[src/rtl/spf_pkg.sv]
// Shared types, constants and the CRC byte update for the space packet framer.
package spf_pkg;

    localparam logic [15:0] CRC_POLY = 16'h1021;
    localparam logic [15:0] CRC_INIT = 16'hFFFF;

    // Configuration register indexes.
    localparam logic [7:0] REG_VERSION   = 8'd0;
    localparam logic [7:0] REG_TYPE      = 8'd1;
    localparam logic [7:0] REG_SEC_HDR   = 8'd2;
    localparam logic [7:0] REG_APID      = 8'd3;
    localparam logic [7:0] REG_SEQ_FLAGS = 8'd4;

    // Byte positions inside one command's expansion.
    localparam int unsigned STEP_W = 3;
    localparam logic [STEP_W-1:0] STEP_W1_HI     = 3'd0;
    localparam logic [STEP_W-1:0] STEP_W1_LO     = 3'd1;
    localparam logic [STEP_W-1:0] STEP_W2_HI     = 3'd2;
    localparam logic [STEP_W-1:0] STEP_W2_LO     = 3'd3;
    localparam logic [STEP_W-1:0] STEP_LEN_HI    = 3'd4;
    localparam logic [STEP_W-1:0] STEP_LEN_LO    = 3'd5;
    localparam logic [STEP_W-1:0] START_CRC_STEP = 3'd6;
    localparam logic [STEP_W-1:0] DATA_CRC_STEP  = 3'd1;

    typedef struct packed {
        logic [2:0]  version;
        logic        ptype;
        logic        sec_hdr;
        logic [10:0] apid;
        logic [1:0]  seq_flags;
    } cfg_t;

    // One unit of work for the back end: a header or a payload byte,
    // optionally followed by the two CRC bytes that close the packet.
    typedef struct packed {
        logic        is_start;
        logic        append_crc;
        logic [13:0] seq_count;
        logic [15:0] length;
        logic [7:0]  data;
    } cmd_t;

    // CRC-16/CCITT, MSB first, one byte per call.
    function automatic logic [15:0] crc_feed(input logic [15:0] crc_in,
                                             input logic [7:0] b);
        logic [15:0] c;
        c = crc_in ^ {b, 8'h00};
        for (int k = 0; k < 8; k++) begin
            if (c[15]) begin
                c = {c[14:0], 1'b0} ^ CRC_POLY;
            end else begin
                c = {c[14:0], 1'b0};
            end
        end
        return c;
    endfunction

endpackage

[src/rtl/spf_front.sv]
// Front end: accepts input words, tracks the open packet and queues commands.
module spf_front (
    input  logic                aclk,
    input  logic                aresetn,
    input  logic                s_tvalid,
    output logic                s_tready,
    input  logic                s_tuser,
    input  logic [39:0]         s_tdata,
    input  logic                q_full,
    output logic                q_push,
    output spf_pkg::cmd_t       q_data
);

    logic        in_packet_reg, in_packet_next;
    logic [15:0] remaining_reg, remaining_next;
    logic        accept;
    logic [13:0] seq_count;
    logic [15:0] length;
    logic [7:0]  data_byte;

    assign seq_count = s_tdata[13:0];
    assign length    = s_tdata[29:14];
    assign data_byte = s_tdata[37:30];

    assign s_tready = !q_full;
    assign accept   = s_tvalid && s_tready;

    always_comb begin
        in_packet_next       = in_packet_reg;
        remaining_next       = remaining_reg;
        q_push               = 1'b0;
        q_data.is_start      = 1'b0;
        q_data.append_crc    = 1'b0;
        q_data.seq_count     = seq_count;
        q_data.length        = length;
        q_data.data          = data_byte;
        if (accept) begin
            if (!s_tuser) begin
                // A start abandons any open packet.
                q_push          = 1'b1;
                q_data.is_start = 1'b1;
                if (length <= 16'd1) begin
                    q_data.append_crc = 1'b1;
                    in_packet_next    = 1'b0;
                    remaining_next    = '0;
                end else begin
                    in_packet_next = 1'b1;
                    remaining_next = length - 16'd1;
                end
            end else if (in_packet_reg) begin
                q_push            = 1'b1;
                q_data.append_crc = (remaining_reg == 16'd1);
                remaining_next    = remaining_reg - 16'd1;
                if (remaining_reg == 16'd1) begin
                    in_packet_next = 1'b0;
                end
            end
            // Data words outside a packet are dropped.
        end
    end

    always_ff @(posedge aclk) begin
        if (!aresetn) begin
            in_packet_reg <= 1'b0;
            remaining_reg <= '0;
        end else begin
            in_packet_reg <= in_packet_next;
            remaining_reg <= remaining_next;
        end
    end

endmodule

[src/rtl/spf_cmd_queue.sv]
// Small register FIFO of commands between the front and back ends.
module spf_cmd_queue #(
    parameter int unsigned DEPTH = 4
) (
    input  logic          aclk,
    input  logic          aresetn,
    input  logic          push,
    input  spf_pkg::cmd_t push_data,
    output logic          full,
    input  logic          pop,
    output spf_pkg::cmd_t pop_data,
    output logic          empty
);

    localparam int unsigned PTR_W = (DEPTH > 1) ? $clog2(DEPTH) : 1;
    localparam int unsigned CNT_W = $clog2(DEPTH + 1);
    localparam logic [PTR_W-1:0] LAST_PTR = PTR_W'(DEPTH - 1);

    spf_pkg::cmd_t   mem_reg [DEPTH];
    logic [PTR_W-1:0] wr_ptr_reg, rd_ptr_reg;
    logic [CNT_W-1:0] count_reg;
    logic             do_push, do_pop;

    assign full     = (count_reg == CNT_W'(DEPTH));
    assign empty    = (count_reg == '0);
    assign do_push  = push && !full;
    assign do_pop   = pop && !empty;
    assign pop_data = mem_reg[rd_ptr_reg];

    always_ff @(posedge aclk) begin
        if (do_push) begin
            mem_reg[wr_ptr_reg] <= push_data;
        end
    end

    always_ff @(posedge aclk) begin
        if (!aresetn) begin
            wr_ptr_reg <= '0;
            rd_ptr_reg <= '0;
            count_reg  <= '0;
        end else begin
            if (do_push) begin
                wr_ptr_reg <= (wr_ptr_reg == LAST_PTR) ? '0 : wr_ptr_reg + 1'b1;
            end
            if (do_pop) begin
                rd_ptr_reg <= (rd_ptr_reg == LAST_PTR) ? '0 : rd_ptr_reg + 1'b1;
            end
            if (do_push && !do_pop) begin
                count_reg <= count_reg + 1'b1;
            end else if (do_pop && !do_push) begin
                count_reg <= count_reg - 1'b1;
            end
        end
    end

endmodule

[src/rtl/spf_back.sv]
// Back end: expands commands into framed bytes, runs the CRC, drives the output.
module spf_back (
    input  logic          aclk,
    input  logic          aresetn,
    input  spf_pkg::cfg_t cfg,
    input  logic          cmd_valid,
    input  spf_pkg::cmd_t cmd,
    output logic          cmd_pop,
    output logic          m_tvalid,
    input  logic          m_tready,
    output logic [7:0]    m_tdata,
    output logic          m_tlast
);

    logic [spf_pkg::STEP_W-1:0] step_reg, step_next;
    logic [spf_pkg::STEP_W-1:0] crc_step, final_step;
    logic [15:0] crc_reg, crc_next, crc_in;
    logic        m_tvalid_reg, m_tvalid_next;
    logic [7:0]  m_tdata_reg, m_tdata_next;
    logic        m_tlast_reg, m_tlast_next;
    logic        fire, is_crc, is_crc_lo;
    logic [15:0] w1, w2;
    logic [7:0]  hdr_byte, out_byte;

    assign w1 = {cfg.version, cfg.ptype, cfg.sec_hdr, cfg.apid};
    assign w2 = {cfg.seq_flags, cmd.seq_count};

    assign crc_step   = cmd.is_start ? spf_pkg::START_CRC_STEP : spf_pkg::DATA_CRC_STEP;
    assign final_step = cmd.append_crc ? crc_step + 1'b1 : crc_step - 1'b1;
    assign is_crc     = cmd.append_crc && (step_reg >= crc_step);
    assign is_crc_lo  = is_crc && (step_reg != crc_step);

    always_comb begin
        unique case (step_reg)
            spf_pkg::STEP_W1_HI:  hdr_byte = w1[15:8];
            spf_pkg::STEP_W1_LO:  hdr_byte = w1[7:0];
            spf_pkg::STEP_W2_HI:  hdr_byte = w2[15:8];
            spf_pkg::STEP_W2_LO:  hdr_byte = w2[7:0];
            spf_pkg::STEP_LEN_HI: hdr_byte = cmd.length[15:8];
            spf_pkg::STEP_LEN_LO: hdr_byte = cmd.length[7:0];
            default:              hdr_byte = 8'h00;
        endcase
    end

    always_comb begin
        if (is_crc) begin
            out_byte = is_crc_lo ? crc_reg[7:0] : crc_reg[15:8];
        end else if (cmd.is_start) begin
            out_byte = hdr_byte;
        end else begin
            out_byte = cmd.data;
        end
    end

    // The CRC restarts with the first header byte of every packet.
    assign crc_in = (cmd.is_start && step_reg == spf_pkg::STEP_W1_HI) ?
                    spf_pkg::CRC_INIT : crc_reg;

    assign fire    = cmd_valid && (!m_tvalid_reg || m_tready);
    assign cmd_pop = fire && (step_reg == final_step);

    always_comb begin
        step_next     = step_reg;
        crc_next      = crc_reg;
        m_tdata_next  = m_tdata_reg;
        m_tlast_next  = m_tlast_reg;
        m_tvalid_next = m_tvalid_reg && !m_tready;
        if (fire) begin
            m_tvalid_next = 1'b1;
            m_tdata_next  = out_byte;
            m_tlast_next  = is_crc_lo;
            step_next     = cmd_pop ? '0 : step_reg + 1'b1;
            if (is_crc_lo) begin
                crc_next = spf_pkg::CRC_INIT;
            end else if (!is_crc) begin
                crc_next = spf_pkg::crc_feed(crc_in, out_byte);
            end
        end
    end

    always_ff @(posedge aclk) begin
        if (!aresetn) begin
            step_reg     <= '0;
            crc_reg      <= spf_pkg::CRC_INIT;
            m_tvalid_reg <= 1'b0;
        end else begin
            step_reg     <= step_next;
            crc_reg      <= crc_next;
            m_tvalid_reg <= m_tvalid_next;
        end
    end

    always_ff @(posedge aclk) begin
        m_tdata_reg <= m_tdata_next;
        m_tlast_reg <= m_tlast_next;
    end

    assign m_tvalid = m_tvalid_reg;
    assign m_tdata  = m_tdata_reg;
    assign m_tlast  = m_tlast_reg;

    // Closing a packet always returns the CRC to its initial value.
    a_crc_restart: assert property (@(posedge aclk) disable iff (!aresetn)
        (fire && is_crc_lo) |=> (crc_reg == spf_pkg::CRC_INIT))
        else $error("CRC not restarted after packet end");

    // The step counter never runs past the end of the current command.
    a_step_bound: assert property (@(posedge aclk) disable iff (!aresetn)
        cmd_valid |-> (step_reg <= final_step))
        else $error("step counter past end of command");

    // The CRC low byte is always the last byte of its command.
    a_end_pops: assert property (@(posedge aclk) disable iff (!aresetn)
        (fire && is_crc_lo) |-> cmd_pop)
        else $error("packet end without command retire");

endmodule

[src/rtl/space_packet_framer_crc16_unit.sv]
// Top level of the space packet framer with CRC-16: config registers and wiring.
//
// Input words arrive on the s_ stream. s_tuser is the kind: 0 starts a packet
// (sequence count and length field in s_tdata), 1 carries a payload byte.
// A start word produces the six big-endian header bytes; then length minus one
// payload words pass through, and the CRC-16/CCITT (init 0xFFFF) over every
// byte of the packet follows, high byte first, with m_tlast on the low byte.
// A length of 0 or 1 puts the CRC right after the header. Payload words that
// arrive with no packet open are accepted and dropped.
// The front end classifies each word and queues a command; the back end turns
// one command into bytes, one byte per cycle unless the output stalls, into an
// output register, which a word's command reaches through the queue. Payload
// streams through at one word per cycle unless stalled; a start word occupies
// the output for its six header bytes (and two CRC bytes with a short length),
// and the queue of QUEUE_DEPTH commands keeps taking words meanwhile. When the
// receiver stalls, the output register holds its word and the queue fills;
// s_tready drops only once it is full. Reset (synchronous, aresetn low) empties
// the queue, closes any packet, sets the CRC to 0xFFFF and returns the registers
// to their defaults (sequence flags 3, all others 0). Configuration is written
// through cfg_* while idle: a duty of the user that the block does not enforce.
module space_packet_framer_crc16_unit #(
    parameter int unsigned QUEUE_DEPTH = 4
) (
    input  logic        aclk,
    input  logic        aresetn,
    input  logic        s_tvalid,
    output logic        s_tready,
    input  logic        s_tuser,   // kind
    input  logic [39:0] s_tdata,   // sequence_count[13:0], length_field[29:14],
                                   // data_byte[37:30], zero[39:38]
    output logic        m_tvalid,
    input  logic        m_tready,
    output logic [7:0]  m_tdata,   // out_byte[7:0]
    output logic        m_tlast,   // packet_end
    input  logic        cfg_valid,
    output logic        cfg_ready,
    input  logic [7:0]  cfg_index,
    input  logic [15:0] cfg_data
);

    spf_pkg::cfg_t cfg_reg;
    spf_pkg::cmd_t push_cmd, head_cmd;
    logic          q_push, q_full, q_pop, q_empty;

    // Register writes complete in the cycle they are offered. Only the low
    // bits that fit each register are kept; unknown indexes are ignored.
    assign cfg_ready = 1'b1;

    always_ff @(posedge aclk) begin
        if (!aresetn) begin
            cfg_reg.version   <= '0;
            cfg_reg.ptype     <= 1'b0;
            cfg_reg.sec_hdr   <= 1'b0;
            cfg_reg.apid      <= '0;
            cfg_reg.seq_flags <= 2'b11;
        end else if (cfg_valid && cfg_ready) begin
            unique case (cfg_index)
                spf_pkg::REG_VERSION:   cfg_reg.version   <= cfg_data[2:0];
                spf_pkg::REG_TYPE:      cfg_reg.ptype     <= cfg_data[0];
                spf_pkg::REG_SEC_HDR:   cfg_reg.sec_hdr   <= cfg_data[0];
                spf_pkg::REG_APID:      cfg_reg.apid      <= cfg_data[10:0];
                spf_pkg::REG_SEQ_FLAGS: cfg_reg.seq_flags <= cfg_data[1:0];
                default: ;
            endcase
        end
    end

    spf_front u_front (
        .aclk     (aclk),
        .aresetn  (aresetn),
        .s_tvalid (s_tvalid),
        .s_tready (s_tready),
        .s_tuser  (s_tuser),
        .s_tdata  (s_tdata),
        .q_full   (q_full),
        .q_push   (q_push),
        .q_data   (push_cmd)
    );

    spf_cmd_queue #(
        .DEPTH (QUEUE_DEPTH)
    ) u_queue (
        .aclk      (aclk),
        .aresetn   (aresetn),
        .push      (q_push),
        .push_data (push_cmd),
        .full      (q_full),
        .pop       (q_pop),
        .pop_data  (head_cmd),
        .empty     (q_empty)
    );

    spf_back u_back (
        .aclk      (aclk),
        .aresetn   (aresetn),
        .cfg       (cfg_reg),
        .cmd_valid (!q_empty),
        .cmd       (head_cmd),
        .cmd_pop   (q_pop),
        .m_tvalid  (m_tvalid),
        .m_tready  (m_tready),
        .m_tdata   (m_tdata),
        .m_tlast   (m_tlast)
    );

endmodule

[config.mk]
export PLATFORM = sky130hd
export DESIGN_NAME = space_packet_framer_crc16_unit
export DESIGN_NICKNAME = d
export VERILOG_FILES = /design/src/rtl/spf_pkg.sv /design/src/rtl/spf_front.sv /design/src/rtl/spf_cmd_queue.sv /design/src/rtl/spf_back.sv /design/src/rtl/space_packet_framer_crc16_unit.sv
export SDC_FILE = /design/constraint.sdc
export NUM_CORES = 1
export LEC_CHECK = 0
export ABC_AREA = 1
export BUFFER_PORTS_ARGS = -buffer_cell sky130_fd_sc_hd__buf_2
export CORE_MARGIN = 1.5
export CORE_UTILIZATION = 40
export DETAILED_ROUTE_END_ITERATION = 8
export PLACE_DENSITY = 0.68
export SYNTH_ARGS = -nofsm -noshare
export SYNTH_HDL_FRONTEND = slang
export SYNTH_SLANG_ARGS = --single-unit
[constraint.sdc]
create_clock -name aclk -period 4.76 [get_ports aclk]
set_clock_uncertainty 0.15 [all_clocks]
set_input_delay 0.476 -clock aclk [delete_from_list [all_inputs] [get_ports aclk]]
set_output_delay 0.476 -clock aclk [all_outputs]
set_load 0.005 [all_outputs]
==> summary.md, run 1 <==
| Metric | Value |
|---|---|
| Fin crit share | 0.799 |
| PD cells | roughly 640 nW/um2 |
| Initial Util | 0.408 |
| Fin Setup TNS | 0 ps |
| Setup Buffers After CTS | 0 |
| Worst slew margin | 0.445 |
| Max reg flops | 160 |
| Number of port buffers | 73 |
| Routability congestion estimate | between 0.8 and 0.9 |
| First-pass GRT wire length | approximately 43,000 um |
| Die area | approximately 30,000 um2 |
| Flops & latches, synth | ~230 |
| # IOs | roughly 80 |
| Setup violations, final | 0 |
| Sequential share of the synthesized area | 0.558 |
| FP Rows | between 60 and 70 |
| Largest net degree at the start of global routing | 54 |
| Hold-fix buffers, CTS | 0 |
| Critical Path End Type | flop |
| Crit path kind | flop to flop |
| DRC Markers | 0 |
| Clk root buf | clkbuf_16 |
| Antenna-violating nets left | 0 |
| Unique masters post-synth | 51 |
| Status | complete, no violations |
| Insertion delay to the later sink of the worst-skew pair | 530 ps |
| Die height | between 150 and 200 um |
| Global route overflow | 0 |
| Leak | between 5 and 6 nW |
| Nets | ~1,500 |
| Hold Violations, Final | 0 |
| Fillers | about 2,700 |
| Number of global-route vias before repair | 8,196 |
| Hold crit path type | primary input to flop |
| Synth Flop Type | edfxtp_1 |
| CP most frequent cell | nand2_1 |
| Synth async-reset ratio | 0 |
| Maximum root-to-sink buffer count | 3 |
| Clock buffer count from CTS | 26 |
| Multi-input logic area | around 4100 um2 |
| Peak Freq | between 200 and 300 MHz |
| CP cell instances | buf_4 -> inv_2 -> buf_4 -> nand2_1 -> nand3_2 -> nand2_4 -> ha_1 -> nand3_2 -> o211ai_1 -> nand2_4 -> inv_2 -> nand2_1 -> nand3_1 -> nand2_2 -> inv_2 -> nand2_1 -> nand3b_1 -> nand3_1 -> nand2_1 -> nand2_1 |
| Num Clock Sinks | between 200 and 250 |
| Net Count, Synth | 1,381 |
| Antenna violations before repair | 0 |
| PostCTS Resize Cnt | 0 |
| Critical Path RT | 5030 ps |
| Core area | approximately 28,000 um2 |
| Final max-slew violation count | 0 |
| YS warnings | 0 |
| Critical path's top delay family | simple AND/OR/NAND/NOR gates |
| Cell type with the largest total area after synthesis | edfxtp_1 |
| RSZ-0062 raised after global routing | false |
| EDFF count, synth | ~170 |
| # diodes | 0 |
| WL final | roughly 27,000 um |
| Clock-pin slew on the worst setup and hold paths | ~60 ps |
| Routed WL per cell | roughly 15 um |
| Max-cap violations | 0 |
| Via count | a little under 9,000 |
| Cell Area, Synth | around 11,000 um2 |
| GRT Total Usage | 0.185 |
| Buf+Inv Stages, Crit Path | 5 |
| Worst-Margin Slew | ~830 ps |
| Synthesis-to-finish area growth | 14.0% |
| Syn_area_per_cell | 8.82 um2 |
| Reg2reg setup slack | around 960 ps |
| DR pass1 iterations | 4 |
| Routed vias/inst | roughly 5.0 |
| Synth top area cells | edfxtp_1, dfxtp_1, nand2_1 |
| Fin crit period | roughly 3800 ps |
| Iteration-0 DRC Markers | 615 |
| Arr. time, crit path | between 4000 and 5000 ps |
| Top fanout value on the critical path | 30 |
| Top cell type's share of synthesized area | 0.445 |
| Startpoint Class | flop |
| Die Span X | 172 um |
| H-tree level count | 1 |
| Synth Instances | 1,292 |
| CP max stage cell | ha_1 |
| Share of cells above drive strength 1 | 0.141 |
| CTS tree | built |
| Final HPWL DP | 17,800 um |
| Power Total | 0.00834 W |
| Largest stage delay, worst path | approximately 380 ps |
| Maximum vdd ir drop | 329 uV |
| Reg area | ~6400 um2 |
-- stage by stage --
stage / hold WS (ps) / instances / setup WS, ps / instance area (um2) / utilization
2_1_floorplan: 289 / 1292 / 1070 / 11400 / -
3_3_place_gp: 300 / 1717 / 1050 / 12100 / 0.433
3_5_place_dp: 303 / 1717 / 964 / 12100 / 0.433
4_1_cts: 0.0745 / 1764 / 958 / 13000 / 0.465
5_1_grt: 5.07 / 1764 / 637 / 13000 / 0.465
6_report: 16.4 / 1764 / 956 / 13000 / 0.465
-- per-layer routing --
layer | GRT usage | routed length, um
met5 | 0 | 0
met4 | 0.0416 | 446
met3 | 0.0225 | 1350
met2 | 0.316 | 12800
met1 | 0.250 | 12100
-- layout by cell type, fill, tap and decap left out, types with 31 or more instances in the layout --
master / count
buf_2: 73
edfxtp_1: 169
nand3_1: 111
nand2_2: 31
clkbuf_16: 31
dfxtp_1: 63
o21ai_0: 78
nand2_1: 334
nor2_1: 94
inv_1: 163
a21oi_1: 65
-- kinds of logic (layout without fill, tap and decap cells) --
logic type               after synthesis  after routing  share of synthesized area
AO/OA/AOI/OAI                        197            197                     0.0944
XOR/XNOR                              11             11                    0.00845
adder cells (fa/ha/maj)               19             19                     0.0215
buffers and inverters                218            312                     0.0858
flip-flops                           233            233                      0.558
other                                  1              1                   0.000329
AND/OR/NAND/NOR                      613            613                      0.232
-- final timing paths --
kind                 startpoint            endpoint  depth (start not counted)
min                 cfg_data[4]          cfg_reg[6]                          3
min reg2reg  u_back.crc_reg[11]  u_back.crc_reg[11]                          2
max                        flop  u_back.crc_reg[15]                         20
max reg2reg                flop  u_back.crc_reg[15]                         20
-- final cells by class --
cell class	instances	area share
clock buffers	38	0.0626
clock inverters	9	0.00722
inverters	173	0.0500
multi-input cells	841	0.315
flip-flops and latches	233	0.489
well taps	378	0.0364
repair buffers	92	0.0391
-- worst register-to-register path: stages, from the launching register on --
cell and delay, ps:
dfxtp_2 320, buf_4 230, inv_2 110, buf_4 280, nand2_1 110, nand3_2 90, nand2_4 140, ha_1 390
nand3_2 350, o211ai_1 300, nand2_4 120, inv_2 240, nand2_1 160, nand3_1 160, nand2_2 100, inv_2 80
nand2_1 80, nand3b_1 90, nand3_1 70, nand2_1 90, nand2_1 60
-- report_power, final --
part | switching (W) | total (W) | internal (W)
registers | 0.000126 | 0.00261 | 0.00248
logic | 0.00249 | 0.00365 | 0.00116
clock network | 0.000795 | 0.00209 | 0.00129
total | 0.00341 | 0.00834 | 0.00493
-- cell usage after synthesis, types with 4 or more instances --
| cell type | number |
|---|---|
| edfxtp_1 | 169 |
| a21oi_1 | 65 |
| o21ai_1 | 18 |
| nand3_1 | 111 |
| nand3_2 | 6 |
| nand4_1 | 5 |
| buf_2 | 8 |
| buf_6 | 15 |
| xor2_1 | 9 |
| o21ai_0 | 78 |
| inv_2 | 8 |
| nor3_1 | 13 |
| a31oi_1 | 8 |
| inv_1 | 163 |
| nand2_2 | 31 |
| dfxtp_1 | 64 |
| buf_4 | 7 |
| o211ai_1 | 6 |
| nor2_1 | 98 |
| clkbuf_1 | 13 |
| o22ai_1 | 8 |
| nand2_1 | 334 |
| or2_2 | 4 |
| ha_1 | 18 |
Note: power is estimated with default switching activity, not from simulation.
==> run 2: changes to the inputs <==
Settings changed: ABC_AREA 1 to 0.
Clock period 4.76 ns to 3.7 ns, I/O delays scaled along.
==> summary.md, run 2 <==
| Metric | Value |
|---|---|
| Share of cells above drive strength 1 | 0.206 (was 0.141) |
| Fin Setup TNS | 0 ps (unchanged) |
| Clock buffer count from CTS | 25 (was 26) |
| Flops & latches, synth | 233 (unchanged) |
| Final cell count without fillers | 1,258 (was 1,764) |
| Syn_area_per_cell | 13.3 um2 (was 8.82 um2) |
| Max-cap violations | 0 (unchanged) |
| Worst-Margin Slew | 792 ps (was 832 ps) |
| Maximum vdd ir drop | 385 uV (was 329 uV) |
| Routed vias/inst | 5.39 (was 5.00) |
| Final Util | 0.493 (was 0.465) |
| Final HPWL DP | 15,500 um (was 17,800 um) |
| Fin Hold WS | 19.0 ps (was 16.4 ps) |
| Routed WL per cell | 18.4 um (was 15.1 um) |
| Number of global-route vias before repair | 6,660 (was 8,196) |
| Worst slew margin | 0.472 (was 0.445) |
| Status | complete, no violations (unchanged) |
| Comb power frac | 0.298 (was 0.437) |
| # IOs | 82 (unchanged) |
| Fin crit period | 3500 ps (was 3800 ps) |
| Most frequent cell after synthesis | edfxtp_1 (was nand2_1) |
| Internal cell power | 0.00571 W (was 0.00493 W) |
| Synth top area cells | edfxtp_1, dfxtp_1, mux2i_1 (was edfxtp_1, dfxtp_1, nand2_1) |
| Hold-fix buffers, CTS | 41 (was 0) |
| CP max stage cell | mux4_2 (was ha_1) |
| Die area | 26,800 um2 (was 29,500 um2) |
| Core area | 25,300 um2 (was 27,900 um2) |
| Grt peak-use layer | met2 (unchanged) |
| Clock-pin slew on the worst setup and hold paths | 60 ps (about the same) |
| Hold crit path type | primary input to flop (unchanged) |
| Max reg flops | 160 (unchanged) |
| Die Span X | 164 um (was 172 um) |
| Critical Path RT | 3950 ps (was 5030 ps) |
| Most common cell after layout, fill and taps aside | edfxtp_1 (was nand2_1) |
| Insertion delay to the later sink of the worst-skew pair | 510 ps (was 530 ps) |
| GRT Total Usage | 0.176 (was 0.185) |
| EDFF count, synth | 169 (unchanged) |
| DRC Markers | 0 (unchanged) |
| First-pass GRT wire length | 36,400 um (was 42,700 um) |
| Placed cells | 1,172 (was 1,717) |
| RSZ-0062 raised after global routing | false (unchanged) |
| Peak Freq | 285 MHz (was 263 MHz) |
| Synth Flop Type | edfxtp_1 (unchanged) |
| Cell Area, Synth | 10,300 um2 (was 11,400 um2) |
| Commonest non-fill, non-tap cells in the layout | edfxtp_1, nor2_1, buf_2 (was nand2_1, edfxtp_1, inv_1) |
| Antenna-violating nets left | 0 (unchanged) |
| Top fanout value on the critical path | 7 (was 30) |
| Setup violations, final | 0 (unchanged) |
| Synth async-reset ratio | 0 (unchanged) |
| Crit path kind | flop to flop (unchanged) |
| Largest stage delay, worst path | 500 ps (was 380 ps) |
| Startpoint Class | flop (unchanged) |
| CTS tree | built (unchanged) |
| Number of port buffers | 73 (unchanged) |
| FP Rows | 58 (was 61) |
| Die height | 164 um (was 172 um) |
| Setup Buffers After CTS | 0 (unchanged) |
| Synthesis-to-finish area growth | 20.4% (was 14.0%) |
| Final max-slew violation count | 0 (unchanged) |
| YS warnings | 0 (unchanged) |
| CP cell instances | mux4_2 -> inv_2 -> buf_4 -> ha_1 -> or2_2 -> a31o_2 -> o22ai_2 -> xor2_2 -> xor3_2 -> xor2_1 -> o22a_1 (was buf_4 -> inv_2 -> buf_4 -> nand2_1 -> nand3_2 -> nand2_4 -> ha_1 -> nand3_2 -> o211ai_1 -> nand2_4 -> inv_2 -> nand2_1 -> nand3_1 -> nand2_2 -> inv_2 -> nand2_1 -> nand3b_1 -> nand3_1 -> nand2_1 -> nand2_1) |
| Antenna violations before repair | 0 (unchanged) |
| H-tree level count | 1 (unchanged) |
| Sequential power share | 0.400 (was 0.313) |
| GR met1 Demand/Resource | 0.240 (was 0.250) |
| M2 GR Usage | 0.295 (was 0.316) |
| Nets | 999 (was 1,456) |
| Net Count, Synth | 864 (was 1,381) |
| Initial Util | 0.410 (was 0.408) |
| Global route overflow | 0 (unchanged) |
| GR Util met3 | 0.0225 (about the same) |
| Via count | 6,778 (was 8,818) |
| Clk root buf | clkbuf_16 (unchanged) |
| Cell type with the largest total area after synthesis | edfxtp_1 (unchanged) |
| Reg2reg setup slack | 200 ps (was 960 ps) |
| Fin crit share | 0.947 (was 0.799) |
| Routability congestion estimate | 0.836 (was 0.808) |
| WL final | 23,100 um (was 26,700 um) |
| Synth top cells by count | edfxtp_1, nor2_1, dfxtp_1 (was nand2_1, edfxtp_1, inv_1) |
| # diodes | 0 (unchanged) |
| Maximum root-to-sink buffer count | 3 (unchanged) |
| Synth Instances | 775 (was 1,292) |
| PD cells | 652 nW/um2 (was 642 nW/um2) |
| Clock power share | 0.302 (was 0.250) |
| Num Clock Sinks | 233 (unchanged) |
| Arr. time, crit path | 3750 ps (was 4070 ps) |
| Hold Violations, Final | 0 (unchanged) |
| PostCTS Resize Cnt | 0 (unchanged) |
| Iteration-0 DRC Markers | 502 (was 615) |
| Critical Path End Type | flop (unchanged) |
| Leak | 4.47 nW (was 5.70 nW) |
| Unique masters post-synth | 69 (was 51) |
| Sequential share of the synthesized area | 0.614 (was 0.558) |
| Net Switching | 0.00241 W (was 0.00341 W) |
| DR pass1 iterations | 5 (was 4) |
| Largest net degree at the start of global routing | 54 (unchanged) |
| Sw Share | 0.297 (was 0.409) |
| Fillers | 2,247 (was 2,668) |
| Top cell type's share of synthesized area | 0.491 (was 0.445) |
run 2: changes by cell type in the layout (fill, tap and decap cells not counted), moves of 17 or more:
cell,previous run,this run
nand3_1,111,14
inv_1,163,20
mux4_2,0,23
a22oi_1,0,18
nand2_1,334,41
dlygate4sd3_1,0,41
o21ai_1,18,1
a21oi_1,65,23
mux2i_1,0,55
o22ai_1,8,26
xnor2_1,2,19
nand2_2,31,0
o21ai_0,78,22
run 2: kinds of logic (layout without fill, tap and decap cells):
| kind of cell | after synthesis | after routing | synth area share |
|---|---|---|---|
| muxes | 85 | 85 | 0.112 |
| other | 1 | 1 | 0.000362 |
| and+or+nand+nor | 207 | 207 | 0.0955 |
| adders and majority gates | 19 | 19 | 0.0237 |
| AOI/OAI and AO/OA | 133 | 133 | 0.0878 |
| buffers and inverters | 58 | 211 | 0.0244 |
| DFF | 233 | 233 | 0.614 |
| xor gates and xnor gates | 39 | 39 | 0.0414 |
run 2: path summary, 6_finish.rpt:
check	cells past startpoint	from	end
min	3	cfg_data[0]	cfg_reg[0]
max	11	u_queue.mem_reg[3][39]	u_back.crc_reg[6]
min reg2reg	2	cfg_reg[1]	cfg_reg[1]
max reg2reg	11	u_queue.mem_reg[3][39]	u_back.crc_reg[6]
run 2: power groups by stage:
stage | Sequential [W] | Combinational [W] | Clock, W
floorplan | 0.00328 | 0.00171 | 0
global placement | 0.00329 | 0.00233 | 0
detailed placement | 0.00330 | 0.00238 | 0
CTS | 0.00325 | 0.00243 | 0.00250
global route | 0.00328 | 0.00265 | 0.00262
finish | 0.00325 | 0.00242 | 0.00246
run 2: critical path: cells and delay by family, from the launching register on:
family | cells | cell delay (ps)
multiplexers | 1 | 500
XOR/XNOR | 3 | 870
buffers and inverters | 2 | 230
adder cells (fa/ha/maj) | 1 | 270
AO/OA/AOI/OAI | 3 | 670
AND/OR/NAND/NOR | 1 | 340
flip-flops | 1 | 370
run 2: layer usage:
metal  vias up  share of wire
met3        31          0.051
met2       191           0.49
met1      3344           0.44
met4         0          0.020
met5         -              0
li1       3212              -
run 2: layout make-up:
class	count	area (um2)	share of cell area
multi-input cells	484	3740	0.300
clock buffers	30	664	0.0533
repair buffers	143	1040	0.0838
well taps	330	413	0.0331
clock inverters	15	149	0.0120
flip-flops and latches	233	6360	0.510
inverters	23	86.3	0.00693
run 2: through the flow:
stage | worst slack [ps] | total power, W | cell area, um2
CTS | 189 | 0.00818 | 12500
global route | 69.5 | 0.00854 | 12500
global placement | 274 | 0.00563 | 11200
floorplan | 95.3 | 0.00499 | 10300
detailed placement | 198 | 0.00568 | 11200
finish | 197 | 0.00813 | 12500
